[src/design/msx_pkg.sv]
`default_nettype none
package msx_pkg;

	// Machine dimensions; all are powers of two so index wrap is a plain truncation.
	localparam int REGISTER_COUNT = 32;
	localparam int MEMORY_WORDS   = 4096;
	localparam int PROGRAM_DEPTH  = 1024;
	localparam int QUEUE_DEPTH    = 4;
	localparam int BYTES_PER_WORD = 4;

	localparam int REG_W   = $clog2(REGISTER_COUNT);
	localparam int MEM_AW  = $clog2(MEMORY_WORDS);
	localparam int PC_W    = $clog2(PROGRAM_DEPTH);
	localparam int BYTE_SH = $clog2(BYTES_PER_WORD);

	localparam logic [31:0] RESET_R0 = 32'd2000;

	// Instruction kind codes as they arrive on the input.
	localparam logic [4:0] KIND_NOP  = 5'd0;
	localparam logic [4:0] KIND_MOV  = 5'd1;
	localparam logic [4:0] KIND_ADD  = 5'd2;
	localparam logic [4:0] KIND_ADDI = 5'd3;
	localparam logic [4:0] KIND_SUB  = 5'd4;
	localparam logic [4:0] KIND_SUBI = 5'd5;
	localparam logic [4:0] KIND_AND  = 5'd6;
	localparam logic [4:0] KIND_ANDI = 5'd7;
	localparam logic [4:0] KIND_OR   = 5'd8;
	localparam logic [4:0] KIND_ORI  = 5'd9;
	localparam logic [4:0] KIND_XOR  = 5'd10;
	localparam logic [4:0] KIND_NOR  = 5'd11;
	localparam logic [4:0] KIND_SLL  = 5'd12;
	localparam logic [4:0] KIND_SRL  = 5'd13;
	localparam logic [4:0] KIND_SRA  = 5'd14;
	localparam logic [4:0] KIND_LW   = 5'd15;
	localparam logic [4:0] KIND_SW   = 5'd16;
	localparam logic [4:0] KIND_J    = 5'd17;
	localparam logic [4:0] KIND_JR   = 5'd18;
	localparam logic [4:0] KIND_BEQ  = 5'd19;
	localparam logic [4:0] KIND_BNE  = 5'd20;

	typedef enum logic [4:0] {
		OP_NOP, OP_MOV, OP_ADD, OP_SUB, OP_AND, OP_OR, OP_XOR, OP_NOR,
		OP_SLL, OP_SRL, OP_SRA, OP_LW, OP_SW, OP_J, OP_JR, OP_BEQ, OP_BNE, OP_RET
	} op_t;

	typedef struct packed {
		logic [4:0]          kind;
		logic                is_return;
		logic [4:0]          dest_reg;
		logic [4:0]          src_reg;
		logic [4:0]          src2_reg;
		logic signed [15:0]  immediate;
		logic [9:0]          target_index;
	} instr_t;

	typedef struct packed {
		logic [9:0]          next_pc;
		logic                write_valid;
		logic [4:0]          write_reg;
		logic signed [31:0]  write_value;
		logic                halted;
		logic signed [31:0]  return_value;
	} result_t;

	// Classified instruction as it sits in the queue.
	typedef struct packed {
		op_t              op;
		logic             use_imm;
		logic [REG_W-1:0] dst;
		logic [REG_W-1:0] rs_a;
		logic [REG_W-1:0] rs_b;
		logic [31:0]      imm;
		logic [31:0]      mem_off;
		logic [4:0]       shamt;
		logic [PC_W-1:0]  target;
	} decoded_t;

	typedef struct packed {
		logic             en;
		logic [REG_W-1:0] idx;
		logic [31:0]      data;
	} rf_write_t;

endpackage
`default_nettype wire

[src/design/msx_queue.sv]
`default_nettype none
module msx_queue (
	input  wire logic              clk,
	input  wire logic              arst_n,
	input  wire logic              push,
	input  wire msx_pkg::decoded_t push_data,
	output logic                   space,
	output logic                   head_valid,
	output msx_pkg::decoded_t      head,
	input  wire logic              pop
);

	localparam int PTR_W = $clog2(msx_pkg::QUEUE_DEPTH);
	localparam int CNT_W = $clog2(msx_pkg::QUEUE_DEPTH + 1);

	msx_pkg::decoded_t entries [msx_pkg::QUEUE_DEPTH];
	logic [PTR_W-1:0]  wr_ptr_q;
	logic [PTR_W-1:0]  rd_ptr_q;
	logic [CNT_W-1:0]  count_q;

	assign space      = count_q != CNT_W'(msx_pkg::QUEUE_DEPTH);
	assign head_valid = count_q != '0;
	assign head       = entries[rd_ptr_q];

	always_ff @(posedge clk or negedge arst_n) begin
		if (!arst_n) begin
			wr_ptr_q <= '0;
			rd_ptr_q <= '0;
			count_q  <= '0;
		end else begin
			if (push)
				wr_ptr_q <= PTR_W'(wr_ptr_q + 1'b1);
			if (pop)
				rd_ptr_q <= PTR_W'(rd_ptr_q + 1'b1);
			if (push && !pop)
				count_q <= CNT_W'(count_q + 1'b1);
			else if (pop && !push)
				count_q <= CNT_W'(count_q - 1'b1);
		end
	end

	always_ff @(posedge clk) begin
		if (push)
			entries[wr_ptr_q] <= push_data;
	end

endmodule
`default_nettype wire

[config.mk]
export PLATFORM = sky130hd
export DESIGN_NAME = msx_queue
export DESIGN_NICKNAME = d
export VERILOG_FILES = /design/src/design/msx_pkg.sv /design/src/design/msx_queue.sv
export SDC_FILE = /design/constraint.sdc
export NUM_CORES = 1
export LEC_CHECK = 0
export BUFFER_PORTS_ARGS = -buffer_cell sky130_fd_sc_hd__buf_2
export CAP_MARGIN = 20
export CORE_ASPECT_RATIO = 0.8
export CORE_MARGIN = 2
export CORE_UTILIZATION = 31
export DETAILED_ROUTE_END_ITERATION = 12
export GPL_TIMING_DRIVEN = 0
export PLACE_DENSITY = 0.51
export SETUP_SLACK_MARGIN = 0.3
export SLEW_MARGIN = 20
export SYNTH_ARGS = -nofsm -noshare
export SYNTH_HDL_FRONTEND = slang
export SYNTH_SLANG_ARGS = --single-unit
[constraint.sdc]
create_clock -name clk -period 4.9 [get_ports clk]
set_input_delay 0.98 -clock clk [delete_from_list [all_inputs] [get_ports clk]]
set_output_delay 0.98 -clock clk [all_outputs]
set_load 0.01 [all_outputs]
# Yosys cells after proc, flatten, opt, wreduce, memory -nomap -nowiden
# Memories as Yosys holds them, arrays and structs flattened.
# Index checks and enable logic that the tools add are counted.
# word_totals
regBits	7
ram_bits	400
inputBits	104
output_inout_bits	102
wordCells	19
memories	1
# mem_list
name	depth	word_bits	read_ports	rd_clocked_by_memory_dff	wr	line_no	text
entries	4	100	1	0	1	msx_queue.sv:16	msx_pkg::decoded_t entries [msx_pkg::QUEUE_DEPTH];
# op_classes
addsub	4
eq_ne	1
muxes	4
n_reduce_logical	6
# op_table
operator	n
3-bit two-way mux	2
2-bit by 1-bit adder with 2-bit output (second input constant)	2
3-bit by 1-bit adder with 3-bit output (second input constant)	1
3-bit inequality test (second input constant)	1
3-bit nonzero test	1
3-bit by 1-bit subtractor with 3-bit output (second input constant)	1
1-bit logical AND	2
1-bit logical NOT	2
1-bit two-way mux	2
2-bit nonzero test	1

# Logic depth before layout (Yosys ltp)
# depth
depth_word	4
ltp_mapped	7
depth_no_buf	7

# Least setup slack after synthesis
# No wires, ideal clock.
# synth_path
path_type	input -> register
start	input push
end	memory entries[3][0] (netlist name) (enable)
setup_time_ns	0.470
arrival_time_ns	3.289
required_time_ns	4.430
path_slack_ns	1.141
cell_stages	1
n_path_buf	0
path_cell_list	and2_1
# synth_between
elab_chain_cells	2
# synth_rtl
item	line_no	text
start, declared	msx_queue.sv:5	input wire logic push,
1-bit two-way mux	msx_queue.sv:43	if (push)
1-bit two-way mux (not written as such)	msx_queue.sv:44	entries[wr_ptr_q] <= push_data;
end, declared	msx_queue.sv:16	
# No other way between the ends.

==> metrics.log <==
[metrics] DRT Wirelength: ~30,000 microns
[metrics] internal power summed over all cells: a little under 8 mW
[metrics] slew at the pin with the worst max-slew slack: around 890 ps
[metrics] required time of the critical path: about 4000 ps
[metrics] count of cell types in the netlist: 18
[metrics] Routed WL per cell: between 20 and 25 microns
[metrics] per-instance average area after synthesis: between 20 and 30 sq um
[metrics] initial drt markers: about 300
[metrics] share of power burned in the clock network: 28.8%
[metrics] Cells after Synth: roughly 560
[metrics] data arrival time of the critical path: 2250 ps
[metrics] Clock Latency Late Sink: about 550 ps
[metrics] P_leak: between 6 and 7 nW
[metrics] top fanout value on the critical path: 10
[metrics] part of the Yosys area used for sequential elements: 82.2%
[metrics] largest net degree at the start of global routing: 40
[metrics] dominant combinational cell family by area after synthesis: multiplexers
[metrics] net switching power: roughly 3.2 mW
[metrics] post-layout instance area: around 18,000 sq um
[metrics] core area: between 40,000 and 50,000 sq um
[metrics] Setup crit start kind: flop
[metrics] Inst Count DP: 1,390
[metrics] setup repair after global routing missed its margin: false
[metrics] final count of negative-setup-slack endpoints: 0
[metrics] layout filler cell count: around 4,300
[metrics] vias per cell: 4.54
[metrics] die height: about 200 microns
[metrics] net count after synthesis: roughly 670
[metrics] IO Count: ~210
[metrics] DRT Pass-1 Iters: 6
[metrics] global-route wire length before repair: around 46,000 microns
[metrics] Final Skew: about 13 ps
[metrics] endpoint of the worst-slack reg-to-reg timing path: entries[2][33]
[metrics] Final HPWL DP: between 15,000 and 20,000 microns
[metrics] parity-gate share of the synthesized area counting xor and xnor cells: 0.354%
[metrics] quantity of hold-fixing buffers added after cts: 0
[metrics] # port buffers: between 200 and 250
[metrics] share of power burned in registers: 42.1%
[metrics] worst r2r path cells: 5
[metrics] antenna violations before repair: 2
[metrics] FP Rows: a little over 70
[metrics] CTS Root Cell: sky130_fd_sc_hd__clkbuf_16
[metrics] multiplexer share of the synthesized area: between 15 and 20%
[metrics] adder-cell area share of the yosys netlist: 0.557%
[metrics] Min Clock Period, post-route: 3230 ps
[metrics] Compound-Gate Fraction of Synth Area: less than 1%
[metrics] status: complete, no violations
[metrics] synth warn: 0
[metrics] number of gates resized after cts: 0
[metrics] max-cap viol count: 0
[metrics] die extent in x: 249 microns
[metrics] CTS tree: yes
[metrics] simple-gate portion of the synthesized area: 0.338%
[metrics] post-route non-filler standard cell count: roughly 1,500
[metrics] share of the clock period used by the worst path: between 60% and 70%
[metrics] number of global-route vias before repair: ~7,200
[metrics] combinational share of power: 29.1%
[metrics] worst hold-check path type: in2async
[metrics] Hold WS: roughly 240 ps
[metrics] flop2flop setup slack: ~2800 ps
[metrics] register bit total from synthesis: slightly above 400
[metrics] layout cell share with drive strength beyond 1: 47.1%
[metrics] Clock Sink Count: 407
[metrics] switching share of power: between 20% and 30%
[metrics] global-route usage over all layers: 12.4%
[metrics] count of nets left with antenna violations after detail routing: 0
[metrics] max_slew headroom: a little over 40%
[metrics] setup TNS: 0 ps
[metrics] instance area after placement: between 15,000 and 20,000 sq um
[metrics] type of the worst setup path: reg2out
[metrics] sort of element at the end of the critical path: output port
[metrics] Reg clk slew, reported paths: 60 ps
[metrics] Post-CTS Setup Bufs: 0
[metrics] peak clock frequency supported by timing: 0.310 GHz
[metrics] Layout Area Growth over Synthesis: 22.9%
[metrics] net count of the finished layout: between 900 and 1,000
[metrics] Die Outline Area: between 40,000 and 50,000 sq um
[metrics] number of buffers inserted during clock tree synthesis: 43
[metrics] maximum VDD drop: 0.378 mV
[metrics] Post-Synthesis Cell Area: ~15,000 sq um
[metrics] antenna fix cells: 0
[metrics] depth of the CTS H-tree: 2
[metrics] # DRC: 0
[metrics] via count: about 6,700
[metrics] number of hold-slack violations in the final timing report: 0
[metrics] number of buffers on the longest clock path: 3
[metrics] areal power density over the cells: between 600 and 700 nW/um^2
[metrics] Design Power: about 11 mW
[metrics] Slew Limit Fails: 0
[metrics] grt ovf: 0
[metrics] initial standard-cell utilization of the core: 31.5%
[metrics] Worst R2R Start: wr_ptr_q[0]
[metrics] placer congestion estimate: ~0.66
worst max-delay path, cell delays in order (launching register included):
cell and delay [ps]:
sky130_fd_sc_hd__dfrtp_1 330, sky130_fd_sc_hd__buf_2 340, sky130_fd_sc_hd__buf_2 470, sky130_fd_sc_hd__mux4_2 370
sky130_fd_sc_hd__buf_2 170
flip-flops by register name, indices dropped and copies added (netlist names):
register / cells
count_q: 3
entries: 400
rd_ptr_q: 2
wr_ptr_q: 2
Yosys cell counts, drive strengths merged:
cell type  count  area (sq um)
and2           4          25.0
buf           21           166
clkbuf         1          3.75
dfrtp          7           175
edfxtp       400         12000
fa             1          20.0
ha             5          62.6
inv            4          15.0
mux2           1          11.3
mux4         100          2250
nand2          3          11.3
nor2           2          7.51
o21ai          1          5.00
or3            1          6.26
xnor2          2          17.5
xor2           4          35.0
power groups by stage:
stage	Combinational, mW	Clock, mW	Sequential (mW)
floorplan	2.01	0	4.78
global placement	3.26	0	4.89
detailed placement	3.39	0	4.76
CTS	3.40	3.30	4.69
global route	3.53	3.44	4.73
finish	3.24	3.20	4.68
metal layers:
metal	vias up	part of all wire [%]	GRT usage, %
met2	139	48	19.9
met5	-	0.088	0
met4	4	2.7	4.57
met1	3525	44	16.2
li1	2932	-	-
met3	61	5.7	3.52
worst max-delay path by stage:
stage / end / depth (start not counted) / startpoint
5_1_grt: head[67] / 4 / rd_ptr_q[1]
2_1_floorplan: entries[3][0] / 1 / push
6_report: head[70] / 4 / rd_ptr_q[1]
3_3_place_gp: entries[1][35] / 2 / push
4_1_cts: head[70] / 4 / rd_ptr_q[1]
3_5_place_dp: head[70] / 4 / rd_ptr_q[1]
cells by family (layout without fill, tap and decap cells):
kind of cell	after synthesis	in the layout
mux	101	101
simple gates	10	10
compound gates	1	1
fa+ha+maj	6	6
buf+inv	26	317
xor+xnor	6	6
flops	407	407
cell type report:
cell class	instances	area, sq um	area share, %
sequential	407	12200	66.9
multi-input combinational	124	2460	13.5
timing repair buffer	213	1220	6.72
clock buffer	54	1160	6.37
tap	620	776	4.26
clock inverter	24	220	1.21
buffer	22	170	0.934
inverter	4	15.0	0.0824
metrics by stage:
step | setup WS [ps] | util (%)
floorplan | 1140 | -
global placement | -1430 | 35.3
detailed placement | 2130 | 35.8
CTS | 1510 | 38.7
global route | 1530 | 38.7
finish | 1670 | 38.7
cells in the final DEF, fill, tap and decap left out, types with 5 or more instances in the layout:
cell and count:
sky130_fd_sc_hd__buf_2 215, sky130_fd_sc_hd__mux4_2 100, sky130_fd_sc_hd__clkinv_2 8, sky130_fd_sc_hd__clkbuf_16 45, sky130_fd_sc_hd__ha_1 5, sky130_fd_sc_hd__clkbuf_1 10
sky130_fd_sc_hd__edfxtp_1 400, sky130_fd_sc_hd__buf_16 5, sky130_fd_sc_hd__dfrtp_1 7, sky130_fd_sc_hd__buf_6 9, sky130_fd_sc_hd__clkinv_1 9
(Power assumes the default switching activity.)
